$ cat src/lpd_pkg.sv
// Shared types and constants for the LSB payload deframer.
package lpd_pkg;

    // Header layout: 128 bits, first bit ends up at bit 127
    localparam int HdrBits   = 128;
    localparam int HdrCntW   = 8;
    localparam int PixW      = 8;
    localparam int KW        = 4;
    localparam int KMin      = 1;
    localparam int KMax      = 8;
    localparam int LenW      = 64;
    localparam int MulW      = 32;

    // Queue between front and back
    localparam int QDepth    = 2;
    localparam int QPtrW     = $clog2(QDepth);

    // One queued word: byte, end-of-image mark and the clamped bit count
    typedef struct packed {
        logic [PixW-1:0] pixel;
        logic            last;
        logic [KW-1:0]   k;
    } lpd_item_t;

    typedef enum logic [1:0] {
        PH_HEADER  = 2'd0,
        PH_PAYLOAD = 2'd1,
        PH_DONE    = 2'd2
    } lpd_phase_t;

    typedef enum logic [2:0] {
        B_RUN  = 3'd0,
        B_MUL0 = 3'd1,
        B_MUL1 = 3'd2,
        B_MUL2 = 3'd3,
        B_ADD  = 3'd4,
        B_FIN  = 3'd5
    } lpd_bstate_t;

endpackage

$ cat src/lpd_front.sv
// Front end: config register, input acceptance and bit count clamping.
module lpd_front
(
    input  logic                      clk,
    input  logic                      rst_n,
    input  logic                      cfg_valid,
    output logic                      cfg_ready,
    input  logic [lpd_pkg::KW-1:0]    cfg_data,
    input  logic                      in_valid,
    output logic                      in_stall,
    input  logic [lpd_pkg::PixW-1:0]  pixel,
    input  logic                      last_pixel,
    input  logic                      q_full,
    output logic                      push,
    output lpd_pkg::lpd_item_t        item
);

    logic [lpd_pkg::KW-1:0] k_reg;
    logic [lpd_pkg::KW-1:0] k_clamped;

    assign cfg_ready = 1'b1;

    // Bits-per-byte register
    always_ff @(posedge clk or negedge rst_n)
    begin
        if (!rst_n)
        begin
            k_reg <= lpd_pkg::KW'(lpd_pkg::KMin);
        end
        else if (cfg_valid)
        begin
            k_reg <= cfg_data;
        end
    end

    // Zero reads as one, anything above eight as eight
    always_comb
    begin
        if (k_reg < lpd_pkg::KW'(lpd_pkg::KMin))
        begin
            k_clamped = lpd_pkg::KW'(lpd_pkg::KMin);
        end
        else if (k_reg > lpd_pkg::KW'(lpd_pkg::KMax))
        begin
            k_clamped = lpd_pkg::KW'(lpd_pkg::KMax);
        end
        else
        begin
            k_clamped = k_reg;
        end
    end

    // Accept a word whenever the queue has room
    assign in_stall   = q_full;
    assign push       = in_valid && !q_full;
    assign item.pixel = pixel;
    assign item.last  = last_pixel;
    assign item.k     = k_clamped;

endmodule

$ cat src/lpd_queue.sv
// Short queue of classified words between front and back.
module lpd_queue
(
    input  logic                clk,
    input  logic                rst_n,
    input  logic                push,
    input  lpd_pkg::lpd_item_t  push_item,
    output logic                full,
    input  logic                pop,
    output logic                head_valid,
    output lpd_pkg::lpd_item_t  head_item
);

    lpd_pkg::lpd_item_t              slot_reg [lpd_pkg::QDepth];
    logic [lpd_pkg::QPtrW-1:0]       wr_ptr_reg;
    logic [lpd_pkg::QPtrW-1:0]       rd_ptr_reg;
    logic [lpd_pkg::QPtrW:0]         count_reg;
    logic                            do_pop;

    assign full       = (count_reg == (lpd_pkg::QPtrW+1)'(lpd_pkg::QDepth));
    assign head_valid = (count_reg != '0);
    assign head_item  = slot_reg[rd_ptr_reg];
    assign do_pop     = pop && head_valid;

    // Pointers and fill count
    always_ff @(posedge clk or negedge rst_n)
    begin
        if (!rst_n)
        begin
            wr_ptr_reg <= '0;
            rd_ptr_reg <= '0;
            count_reg  <= '0;
        end
        else
        begin
            if (push)
            begin
                wr_ptr_reg <= lpd_pkg::QPtrW'(wr_ptr_reg + 1'b1);
            end
            if (do_pop)
            begin
                rd_ptr_reg <= lpd_pkg::QPtrW'(rd_ptr_reg + 1'b1);
            end
            if (push && !do_pop)
            begin
                count_reg <= count_reg + 1'b1;
            end
            else if (!push && do_pop)
            begin
                count_reg <= count_reg - 1'b1;
            end
        end
    end

    // Storage
    always_ff @(posedge clk)
    begin
        if (push)
        begin
            slot_reg[wr_ptr_reg] <= push_item;
        end
    end

endmodule

$ cat src/lpd_back.sv
// Back end: header collection, length multiply, payload packing, result register.
module lpd_back
(
    input  logic                       clk,
    input  logic                       rst_n,
    input  logic                       q_valid,
    input  lpd_pkg::lpd_item_t         q_item,
    output logic                       q_pop,
    output logic                       out_valid,
    input  logic                       out_stall,
    output logic [7:0]                 payload_bits,
    output logic [3:0]                 payload_count,
    output logic                       header_ready,
    output logic [31:0]                sample_rate,
    output logic [15:0]                channel_count,
    output logic [15:0]                bits_per_sample,
    output logic [63:0]                total_frames,
    output logic                       payload_done,
    output logic                       too_short
);

    // Control state
    lpd_pkg::lpd_bstate_t               state_reg, state_next;
    lpd_pkg::lpd_phase_t                phase_reg, phase_next;
    logic [lpd_pkg::HdrCntW-1:0]        cnt_reg, cnt_next;
    logic                               out_valid_reg, out_valid_next;

    // Data state
    logic [lpd_pkg::HdrBits-1:0]        hs_reg, hs_next;
    logic [lpd_pkg::LenW-1:0]           rem_reg, rem_next;
    logic [lpd_pkg::MulW-1:0]           p_reg, p_next;
    logic [lpd_pkg::LenW-1:0]           lo_reg, lo_next;
    logic [lpd_pkg::MulW-1:0]           hi_reg, hi_next;
    lpd_pkg::lpd_item_t                 hold_reg, hold_next;
    logic [lpd_pkg::KW-1:0]             hold_s_reg, hold_s_next;

    // Result registers
    logic [7:0]                         bits_reg, bits_next;
    logic [3:0]                         count_reg, count_next;
    logic                               ready_reg, ready_next;
    logic [lpd_pkg::HdrBits-1:0]        fields_reg, fields_next;
    logic                               done_reg, done_next;
    logic                               short_reg, short_next;

    // Shared multiplier
    logic [lpd_pkg::MulW-1:0]           mul_a, mul_b;
    logic [lpd_pkg::LenW-1:0]           prod;

    // Header path
    logic [lpd_pkg::HdrCntW-1:0]        hdr_sum;
    logic [lpd_pkg::HdrCntW-1:0]        hdr_need;
    logic                               hdr_complete;
    logic [lpd_pkg::KW-1:0]             hdr_take;
    logic [lpd_pkg::PixW-1:0]           rev_pix;
    logic [lpd_pkg::PixW-1:0]           hdr_ins;
    logic [lpd_pkg::HdrBits-1:0]        hs_shifted;

    // Payload path
    lpd_pkg::lpd_item_t                 src_item;
    logic [lpd_pkg::KW-1:0]             src_s;
    logic [lpd_pkg::KW-1:0]             avail;
    logic [lpd_pkg::KW-1:0]             take_n;
    logic [lpd_pkg::PixW-1:0]           src_shifted;
    logic [lpd_pkg::PixW-1:0]           pay_bits;
    logic [lpd_pkg::LenW-1:0]           rem_after;

    logic                               out_free;
    logic                               emit;
    logic                               res_last;
    lpd_pkg::lpd_phase_t                res_phase;

    assign out_free = !out_valid_reg || !out_stall;

    // Multiplier operands per step: ch*bps, then frames low and high halves
    always_comb
    begin
        case (state_reg)
            lpd_pkg::B_MUL0:
            begin
                mul_a = {16'b0, hs_reg[95:80]};
                mul_b = {16'b0, hs_reg[79:64]};
            end
            lpd_pkg::B_MUL1:
            begin
                mul_a = hs_reg[31:0];
                mul_b = p_reg;
            end
            lpd_pkg::B_MUL2:
            begin
                mul_a = hs_reg[63:32];
                mul_b = p_reg;
            end
            default:
            begin
                mul_a = '0;
                mul_b = '0;
            end
        endcase
    end

    assign prod = lpd_pkg::LenW'(mul_a) * lpd_pkg::LenW'(mul_b);

    // Header bits from the queue head, first bit lands highest
    assign hdr_sum      = cnt_reg + lpd_pkg::HdrCntW'(q_item.k);
    assign hdr_complete = (hdr_sum >= lpd_pkg::HdrCntW'(lpd_pkg::HdrBits));
    assign hdr_need     = lpd_pkg::HdrCntW'(lpd_pkg::HdrBits) - cnt_reg;
    assign hdr_take     = hdr_complete ? hdr_need[lpd_pkg::KW-1:0] : q_item.k;

    always_comb
    begin
        for (int i = 0; i < lpd_pkg::PixW; i++)
        begin
            rev_pix[i] = q_item.pixel[lpd_pkg::PixW-1-i];
        end
    end

    assign hdr_ins    = rev_pix >> (lpd_pkg::KW'(lpd_pkg::PixW) - hdr_take);
    assign hs_shifted = (hs_reg << hdr_take)
                      | {{(lpd_pkg::HdrBits-lpd_pkg::PixW){1'b0}}, hdr_ins};

    // Payload bits: from the head in normal flow, from the held word after a multiply
    assign src_item    = (state_reg == lpd_pkg::B_FIN) ? hold_reg : q_item;
    assign src_s       = (state_reg == lpd_pkg::B_FIN) ? hold_s_reg : '0;
    assign avail       = src_item.k - src_s;
    assign take_n      = (rem_reg < lpd_pkg::LenW'(avail)) ? rem_reg[lpd_pkg::KW-1:0] : avail;
    assign src_shifted = src_item.pixel >> src_s;
    assign rem_after   = rem_reg - lpd_pkg::LenW'(take_n);

    always_comb
    begin
        for (int i = 0; i < lpd_pkg::PixW; i++)
        begin
            pay_bits[i] = src_shifted[i] && (lpd_pkg::KW'(i) < take_n);
        end
    end

    // Sequencer
    always_comb
    begin
        state_next  = state_reg;
        phase_next  = phase_reg;
        cnt_next    = cnt_reg;
        hs_next     = hs_reg;
        rem_next    = rem_reg;
        p_next      = p_reg;
        lo_next     = lo_reg;
        hi_next     = hi_reg;
        hold_next   = hold_reg;
        hold_s_next = hold_s_reg;
        q_pop       = 1'b0;
        emit        = 1'b0;
        res_last    = 1'b0;
        res_phase   = phase_reg;
        bits_next   = '0;
        count_next  = '0;
        done_next   = 1'b0;

        case (state_reg)
            lpd_pkg::B_RUN:
            begin
                if (q_valid && out_free)
                begin
                    q_pop    = 1'b1;
                    res_last = q_item.last;
                    case (phase_reg)
                        lpd_pkg::PH_HEADER:
                        begin
                            cnt_next = hdr_sum;
                            hs_next  = hs_shifted;
                            if (hdr_complete)
                            begin
                                // rest of this word waits for the length
                                hold_next   = q_item;
                                hold_s_next = hdr_take;
                                state_next  = lpd_pkg::B_MUL0;
                            end
                            else
                            begin
                                emit = 1'b1;
                            end
                        end
                        lpd_pkg::PH_PAYLOAD:
                        begin
                            emit       = 1'b1;
                            bits_next  = pay_bits;
                            count_next = take_n;
                            rem_next   = rem_after;
                            if (rem_after == '0)
                            begin
                                done_next = 1'b1;
                                res_phase = lpd_pkg::PH_DONE;
                            end
                        end
                        default:
                        begin
                            // trailing bits dropped
                            emit = 1'b1;
                        end
                    endcase
                end
            end
            lpd_pkg::B_MUL0:
            begin
                p_next     = prod[lpd_pkg::MulW-1:0];
                state_next = lpd_pkg::B_MUL1;
            end
            lpd_pkg::B_MUL1:
            begin
                lo_next    = prod;
                state_next = lpd_pkg::B_MUL2;
            end
            lpd_pkg::B_MUL2:
            begin
                hi_next    = prod[lpd_pkg::MulW-1:0];
                state_next = lpd_pkg::B_ADD;
            end
            lpd_pkg::B_ADD:
            begin
                rem_next   = lo_reg + {hi_reg, {lpd_pkg::MulW{1'b0}}};
                state_next = lpd_pkg::B_FIN;
            end
            lpd_pkg::B_FIN:
            begin
                if (out_free)
                begin
                    emit       = 1'b1;
                    res_last   = hold_reg.last;
                    bits_next  = pay_bits;
                    count_next = take_n;
                    rem_next   = rem_after;
                    state_next = lpd_pkg::B_RUN;
                    if (rem_after == '0)
                    begin
                        done_next = 1'b1;
                        res_phase = lpd_pkg::PH_DONE;
                    end
                    else
                    begin
                        res_phase = lpd_pkg::PH_PAYLOAD;
                    end
                end
            end
            default:
            begin
                state_next = lpd_pkg::B_RUN;
            end
        endcase

        // Result flags and header fields
        ready_next  = (res_phase != lpd_pkg::PH_HEADER);
        fields_next = ready_next ? hs_reg : '0;
        short_next  = res_last && (res_phase != lpd_pkg::PH_DONE);

        if (emit)
        begin
            phase_next = res_phase;
            if (res_last)
            begin
                // end of image: rearm for the next one
                phase_next = lpd_pkg::PH_HEADER;
                cnt_next   = '0;
            end
        end

        if (emit)
        begin
            out_valid_next = 1'b1;
        end
        else if (!out_stall)
        begin
            out_valid_next = 1'b0;
        end
        else
        begin
            out_valid_next = out_valid_reg;
        end
    end

    // Control registers
    always_ff @(posedge clk or negedge rst_n)
    begin
        if (!rst_n)
        begin
            state_reg     <= lpd_pkg::B_RUN;
            phase_reg     <= lpd_pkg::PH_HEADER;
            cnt_reg       <= '0;
            out_valid_reg <= 1'b0;
        end
        else
        begin
            state_reg     <= state_next;
            phase_reg     <= phase_next;
            cnt_reg       <= cnt_next;
            out_valid_reg <= out_valid_next;
        end
    end

    // Data registers
    always_ff @(posedge clk)
    begin
        hs_reg     <= hs_next;
        rem_reg    <= rem_next;
        p_reg      <= p_next;
        lo_reg     <= lo_next;
        hi_reg     <= hi_next;
        hold_reg   <= hold_next;
        hold_s_reg <= hold_s_next;
        if (emit)
        begin
            bits_reg   <= bits_next;
            count_reg  <= count_next;
            ready_reg  <= ready_next;
            fields_reg <= fields_next;
            done_reg   <= done_next;
            short_reg  <= short_next;
        end
    end

    assign out_valid       = out_valid_reg;
    assign payload_bits    = bits_reg;
    assign payload_count   = count_reg;
    assign header_ready    = ready_reg;
    assign sample_rate     = fields_reg[127:96];
    assign channel_count   = fields_reg[95:80];
    assign bits_per_sample = fields_reg[79:64];
    assign total_frames    = fields_reg[63:0];
    assign payload_done    = done_reg;
    assign too_short       = short_reg;

endmodule

$ cat src/lsb_payload_deframer.sv
// Top level of the LSB payload deframer: front end, queue and back end.
//
//  Channel | Handshake                  | Word
//  --------+----------------------------+---------------------------------------------
//  cfg     | cfg_valid / cfg_ready      | cfg_data: low bits per byte
//  in      | in_valid / in_stall        | pixel, last_pixel
//  out     | out_valid / out_stall      | payload_bits, payload_count, header fields, flags
//
// The back end pops a byte whenever the result register is free; one result word per input word.
// The byte that completes the header steps through the back-end states in order: the pop, three passes
// through the shared 32x32 multiplier, one add for the payload length, then the result.
// Reset is asynchronous; no clearing pass, the bit count register resets to one.
// out_stall holds the result register; in_stall rises when the two-entry queue is full.
module lsb_payload_deframer
(
    input  logic        clk,
    input  logic        rst_n,
    input  logic        cfg_valid,
    output logic        cfg_ready,
    input  logic [3:0]  cfg_data,
    input  logic        in_valid,
    output logic        in_stall,
    input  logic [7:0]  pixel,
    input  logic        last_pixel,
    output logic        out_valid,
    input  logic        out_stall,
    output logic [7:0]  payload_bits,
    output logic [3:0]  payload_count,
    output logic        header_ready,
    output logic [31:0] sample_rate,
    output logic [15:0] channel_count,
    output logic [15:0] bits_per_sample,
    output logic [63:0] total_frames,
    output logic        payload_done,
    output logic        too_short
);

    logic               q_full;
    logic               push;
    lpd_pkg::lpd_item_t push_item;
    logic               q_pop;
    logic               q_valid;
    lpd_pkg::lpd_item_t q_item;

    lpd_front u_front
    (
        .clk        (clk),
        .rst_n      (rst_n),
        .cfg_valid  (cfg_valid),
        .cfg_ready  (cfg_ready),
        .cfg_data   (cfg_data),
        .in_valid   (in_valid),
        .in_stall   (in_stall),
        .pixel      (pixel),
        .last_pixel (last_pixel),
        .q_full     (q_full),
        .push       (push),
        .item       (push_item)
    );

    lpd_queue u_queue
    (
        .clk        (clk),
        .rst_n      (rst_n),
        .push       (push),
        .push_item  (push_item),
        .full       (q_full),
        .pop        (q_pop),
        .head_valid (q_valid),
        .head_item  (q_item)
    );

    lpd_back u_back
    (
        .clk             (clk),
        .rst_n           (rst_n),
        .q_valid         (q_valid),
        .q_item          (q_item),
        .q_pop           (q_pop),
        .out_valid       (out_valid),
        .out_stall       (out_stall),
        .payload_bits    (payload_bits),
        .payload_count   (payload_count),
        .header_ready    (header_ready),
        .sample_rate     (sample_rate),
        .channel_count   (channel_count),
        .bits_per_sample (bits_per_sample),
        .total_frames    (total_frames),
        .payload_done    (payload_done),
        .too_short       (too_short)
    );

endmodule

$ cat config.mk
export PLATFORM = sky130hd
export DESIGN_NAME = lsb_payload_deframer
export DESIGN_NICKNAME = d
export VERILOG_FILES = /design/src/lpd_pkg.sv /design/src/lpd_front.sv /design/src/lpd_queue.sv /design/src/lpd_back.sv /design/src/lsb_payload_deframer.sv
export SDC_FILE = /design/constraint.sdc
export NUM_CORES = 2
export LEC_CHECK = 0
export ABC_AREA = 0
export ABC_CLOCK_PERIOD_IN_PS = 13020
export BUFFER_PORTS_ARGS = -buffer_cell sky130_fd_sc_hd__buf_2
export CORE_ASPECT_RATIO = 1.1
export CORE_MARGIN = 5
export CORE_UTILIZATION = 45
export CTS_CLUSTER_SIZE = 12
export DETAILED_ROUTE_END_ITERATION = 6
export PLACE_DENSITY = 0.58
export RECOVER_POWER = 100
export SLEW_MARGIN = 25
export SYNTH_ARGS = -nofsm -noshare
export SYNTH_HDL_FRONTEND = slang
export SYNTH_HIERARCHICAL = 1
export SYNTH_SLANG_ARGS = --single-unit
$ cat constraint.sdc
create_clock -name clk -period 13.02 [get_ports clk]
set_input_delay 0.651 -clock clk [delete_from_list [all_inputs] [get_ports clk]]
set_output_delay 0.651 -clock clk [all_outputs]
set_load 0.01 [all_outputs]
# Word level (Yosys, flattened, before mapping)
# Memories as Yosys holds them, arrays and structs flattened.
# Cells that the tools add are included.
# word_totals
reg_bits	502
mem_bits_rw	26
in_bits	18
out_inout_bits	146
word_cells	155
n_memories	1
# op_classes
add_sub_neg	10
multipliers	1
order_cmp	12
eq_ne	14
shifts	3
mux	58
bitwise	1
n_reduce_logical	32
# memory_table
name	words	width	rd	rd_clocked_by_memory_dff	write_ports	line	text
u_queue.slot_reg	2	13	1	0	1	lpd_queue.sv:14	lpd_pkg::lpd_item_t slot_reg [lpd_pkg::QDepth];
# ops
operator	count
2-to-1 mux 64 bit	3
case mux 64 bit (3 select lines)	1
OR 128 x 8 -> 128 bit	1
<< shifter 128 x 4 -> 128 bit	1
case mux 32 bit (3 select lines)	1
adder 64 bit	1
logical NOT 64 bit	1
< comparator 64 x 4 -> 1 bit	1
multiplier 32 x 32 -> 64 bit	1
2-to-1 mux 8 bit	8
case mux 32 bit (2 select lines)	1
subtractor 64 x 4 -> 64 bit	1
2-to-1 mux 4 bit	8
case mux 3 bit (6 select lines)	1
< comparator 3 x 4 -> 1 bit (first input constant)	4
2-to-1 mux 1 bit	16
2-to-1 mux 2 bit	8
case mux 8 bit (2 select lines)	1
>> shifter 8 x 4 -> 8 bit	2
logical AND 1 bit	14
2-to-1 mux 13 bit	1
2-to-1 mux 3 bit	4
AND reduction 4 bit	3
adder 8 x 4 -> 8 bit	1
other kinds (29)	47

# Logic depth before layout (Yosys ltp)
# depth
depth_word	13
mapped_depth	37
mapped_depth_nobuf	33

# By module
# Netlist, hierarchy kept.
# by_module_without_submodules
mod	instances	cells_each	area_each_um2	seq_area_each_um2
lpd_back	1	6038	59686.0	14764.2
lpd_queue	1	56	1131.1	880.8
lpd_front	1	26	269.0	101.3

# Least setup slack after synthesis
# Ideal clock, no wire load.
# synth_timing
path_type	register to register
start	register u_back.state_reg[2]
end	register u_back/lo_reg[63] (netlist bit), data pin
setup_time_ns	0.260
t_arrival_ns	9.938
slack_ns	2.822
stages_incl_launch_ff	32
n_path_buf	3
period_less_slack_ns	10.198
cell_sequence	dfrtp_1 > clkbuf_1 > nor3b_1 > clkbuf_1 > clkbuf_1 > a22oi_1 > nor2_1 > fa_1 > fa_1 > fa_1 > inv_1 > fa_1 > fa_1 > fa_1 > inv_1 > fa_1 > inv_1 > fa_1 > inv_1 > ha_1 > and3_1 > nand4_1 > or4_1 > a211oi_1 > o2111ai_1 > a21oi_1 > nor3_1 > o21ai_0 > a31oi_1 > o31ai_1 > a21oi_1 > xnor2_1
# synth_via
elab_chain_cells	4
# synth_rtl
element	line	text
from (decl)	lpd_back.sv:23	lpd_pkg::lpd_bstate_t state_reg, state_next;
from (signal assigned)	lpd_back.sv:284	state_reg <= lpd_pkg::B_RUN;
from (signal assigned)	lpd_back.sv:291	state_reg <= state_next;
equality test 3 x 2 -> 1 bit	lpd_back.sv:77	case (state_reg)
OR reduction 2 bit (no line)	-	
case mux 32 bit (2 select lines)	lpd_back.sv:77	
multiplier 32 x 32 -> 64 bit *	lpd_back.sv:101	assign prod = lpd_pkg::LenW'(mul_a) * lpd_pkg::LenW'(mul_b);
net u_back.prod, one bit	lpd_back.sv:47	logic [lpd_pkg::LenW-1:0] prod;
to (signal assigned)	lpd_back.sv:304	lo_reg <= lo_next;
to (decl)	lpd_back.sv:32	logic [lpd_pkg::LenW-1:0] lo_reg, lo_next;
# Mark *: on every way through the listed nets, which the timed path passes. The rest lies on a longest branch.
# A chain may end at the register's enable or synchronous reset.

# Worst setup path in the final report
# Ends and elaborated chain as after synthesis.

==> impl_metrics.json <==
{
  "cp_common_cell": "fa_1",
  "dp_hpwl_mm": 152.9,
  "gp_congestion": 0.9811,
  "violations": "capacitance limit, slew limit",
  "insertion_delay_ns": 0.68,
  "netlist_top_cells_area": "fa_1, edfxtp_1, mux2i_1, ha_1, inv_1",
  "finalSetupViolCount": 0,
  "ys_warn_count": 6,
  "drtPass1Iterations": 6,
  "clockBufferDepth": 3,
  "core-area_sq_um": 134600,
  "path_buf_inv": 10,
  "drv_slew": 779,
  "via_per_inst": 5.607,
  "vias": 44630,
  "ios": 164,
  "finalHoldViolations": 0,
  "fp.dieH_um": 396.4,
  "die_x_um": 361.3,
  "crit_fanout": 41,
  "synth-main-ff-cell": "edfxtp_1",
  "netlist_instances": 6120,
  "tritoncts": "yes",
  "cap_violations": 13,
  "synth-edff-count": 506,
  "synth_cell_type_count": 94,
  "grt_max_degree": 118,
  "worstMarginPinSlew_ns": 7.830,
  "status": "complete, but fails checks",
  "antenna_found_initial": 11,
  "layout_common_cells": "inv_1, nand2_1, fa_1",
  "num_rows": 141,
  "dr.first_iter.drc_count": 3843,
  "wire_per_inst_um": 24.43,
  "slowest_stage": "clkbuf_1",
  "yosysSeqAreaShare_pct": 25.78,
  "synthesis.area_sq_um": 61090,
  "synthArstFlopShare_pct": 4.167,
  "grt_usage_pct": 26.98,
  "path_clk_slew_ns": 0.06,
  "max_stage_delay_ns": 1.62,
  "grt_pass1_vias": 46670,
  "setup_tns_ns": 0,
  "wl_mm": 194.5,
  "start_util_pct": 45.38,
  "dieArea_sq_um": 143200,
  "path_class": "reg2reg",
  "area_growth_pct": 7.036,
  "ys_ff_latch": 528,
  "rsz0062_at_grt": "false",
  "synth_top_area_share_pct": 29.46,
  "avgSynthCellArea_sq_um": 9.981,
  "critPathArrivalTime_ns": 12.11,
  "max_slew_margin_pct": -422.0,
  "hp-class": "in2reg",
  "max_freq_mhz": 85.19,
  "cts_buffers": 56,
  "drive_gt1_share_pct": 4.704,
  "gr-total-overflow": 0,
  "cpLargestDelayFamily": "adder cells",
  "root_buffer": "clkbuf_16",
  "cp-end-kind": "flip-flop",
  "finalCriticalPeriod_ns": 11.74,
  "port_buffers": 162,
  "startpoint_type": "flip-flop",
  "cts_max_level": 2,
  "fin_skew_ns": 0.08134,
  "grt_pass1_wl_mm": 294.2,
  "fin_nets": 7351,
  "final_common_cell": "inv_1",
  "post-route-drc-count": 0,
  "synth_nets": 7344,
  "crit_required_ns": 13.39,
  "min_period_over_period_pct": 90.16,
  "synth_top_area_cell": "fa_1",
  "clock_sinks": 528,
  "drtAntennaViolNets": 0,
  "cts_setup_buffers": 0
}
==> routing by layer <==
layer | track usage [%] | routed length (um)
met1 | 36.03 | 79040
met2 | 43.84 | 89860
met3 | 4.176 | 15280
met4 | 11.89 | 10290
met5 | 0 | 13
==> per-stage QoR <==
step                setup slack (ns)  utilization, %  area [sq um]  hold WS, ns  std cells
floorplan                      2.822               -         61090       0.3554       6120
CTS                            1.799           48.82         65710       0.1322       7952
global placement               2.031           47.46         63890       0.4713       7854
detailed placement             1.869           47.48         63920       0.4822       7855
finish                         1.281           48.57         65380       0.1745       7960
global route                  0.6766           48.56         65370       0.1502       7954
==> worst paths after layout <==
check / start / end / slack, ns / cells after the start
worst max register to register: u_back/state_reg[2]$_DFFE_PN0P_ / u_back/lo_reg[63]$_DFFE_PN_ / 1.28 / 34
max in group asynchronous: rst_n / u_back/state_reg[0]$_DFFE_PN0P_ / 11.28 / 2
worst min-delay path: pixel[4] / u_queue/slot_reg[1][9]$_DFFE_PP_ / 0.17 / 1
min in group asynchronous: rst_n / u_back/state_reg[2]$_DFFE_PN0P_ / 0.83 / 2
worst max-delay path: u_back/state_reg[2]$_DFFE_PN0P_ / u_back/lo_reg[63]$_DFFE_PN_ / 1.28 / 34
worst min register to register: u_queue/count_reg[1]$_DFFE_PN0P_ / u_queue/count_reg[1]$_DFFE_PN0P_ / 0.50 / 1
==> final cells by class <==
cell class / instances / area [sq um]
Fill cell: 12730 / 69220
Multi-Input combinational cell: 4264 / 40400
Sequential cell: 528 / 15750
Inverter: 1003 / 3772
Tap cell: 1787 / 2236
Clock buffer: 74 / 1509
Timing Repair Buffer: 274 / 1418
Clock inverter: 22 / 276.5
Antenna cell: 8 / 20.02
==> synthesized netlist by cell type (20+ instances only) <==
master and n:
inv_1 1000, buf_1 39, nand3_1 49, xor2_1 50, xnor2_1 112, edfxtp_1 506, ha_1 307, nor2b_1 28
nor3_1 71, a21oi_1 164, fa_1 899, a211oi_1 31, dfrtp_1 21, a21o_1 61, nor2_1 388, mux2_2 51
and2_1 174, nand2b_1 28, clkbuf_1 269, o21ai_0 86, nor4_1 23, mux2i_1 487, nand4_1 20, nand2_1 958
==> cells by family (layout without fill, tap and decap cells) <==
logic type	Yosys count	count (layout)	share of synthesized area [%]
simple gates	1850	1850	13.44
buf+inv	1328	1373	8.271
fa+ha+maj	1208	1208	35.78
mux	548	548	9.188
flops	528	528	25.78
compound gates	495	495	5.209
xor+xnor	162	162	2.323
other cells	1	9	0.006139
==> timing repair <==
action,4_1_cts,5_1_grt
gates resized for setup,0,0
hold endpoints to repair,21,0
hold buffers,1,0
Power is not shown: default switching activity piles up to over one toggle a cycle in this logic, so the estimate is an artifact.
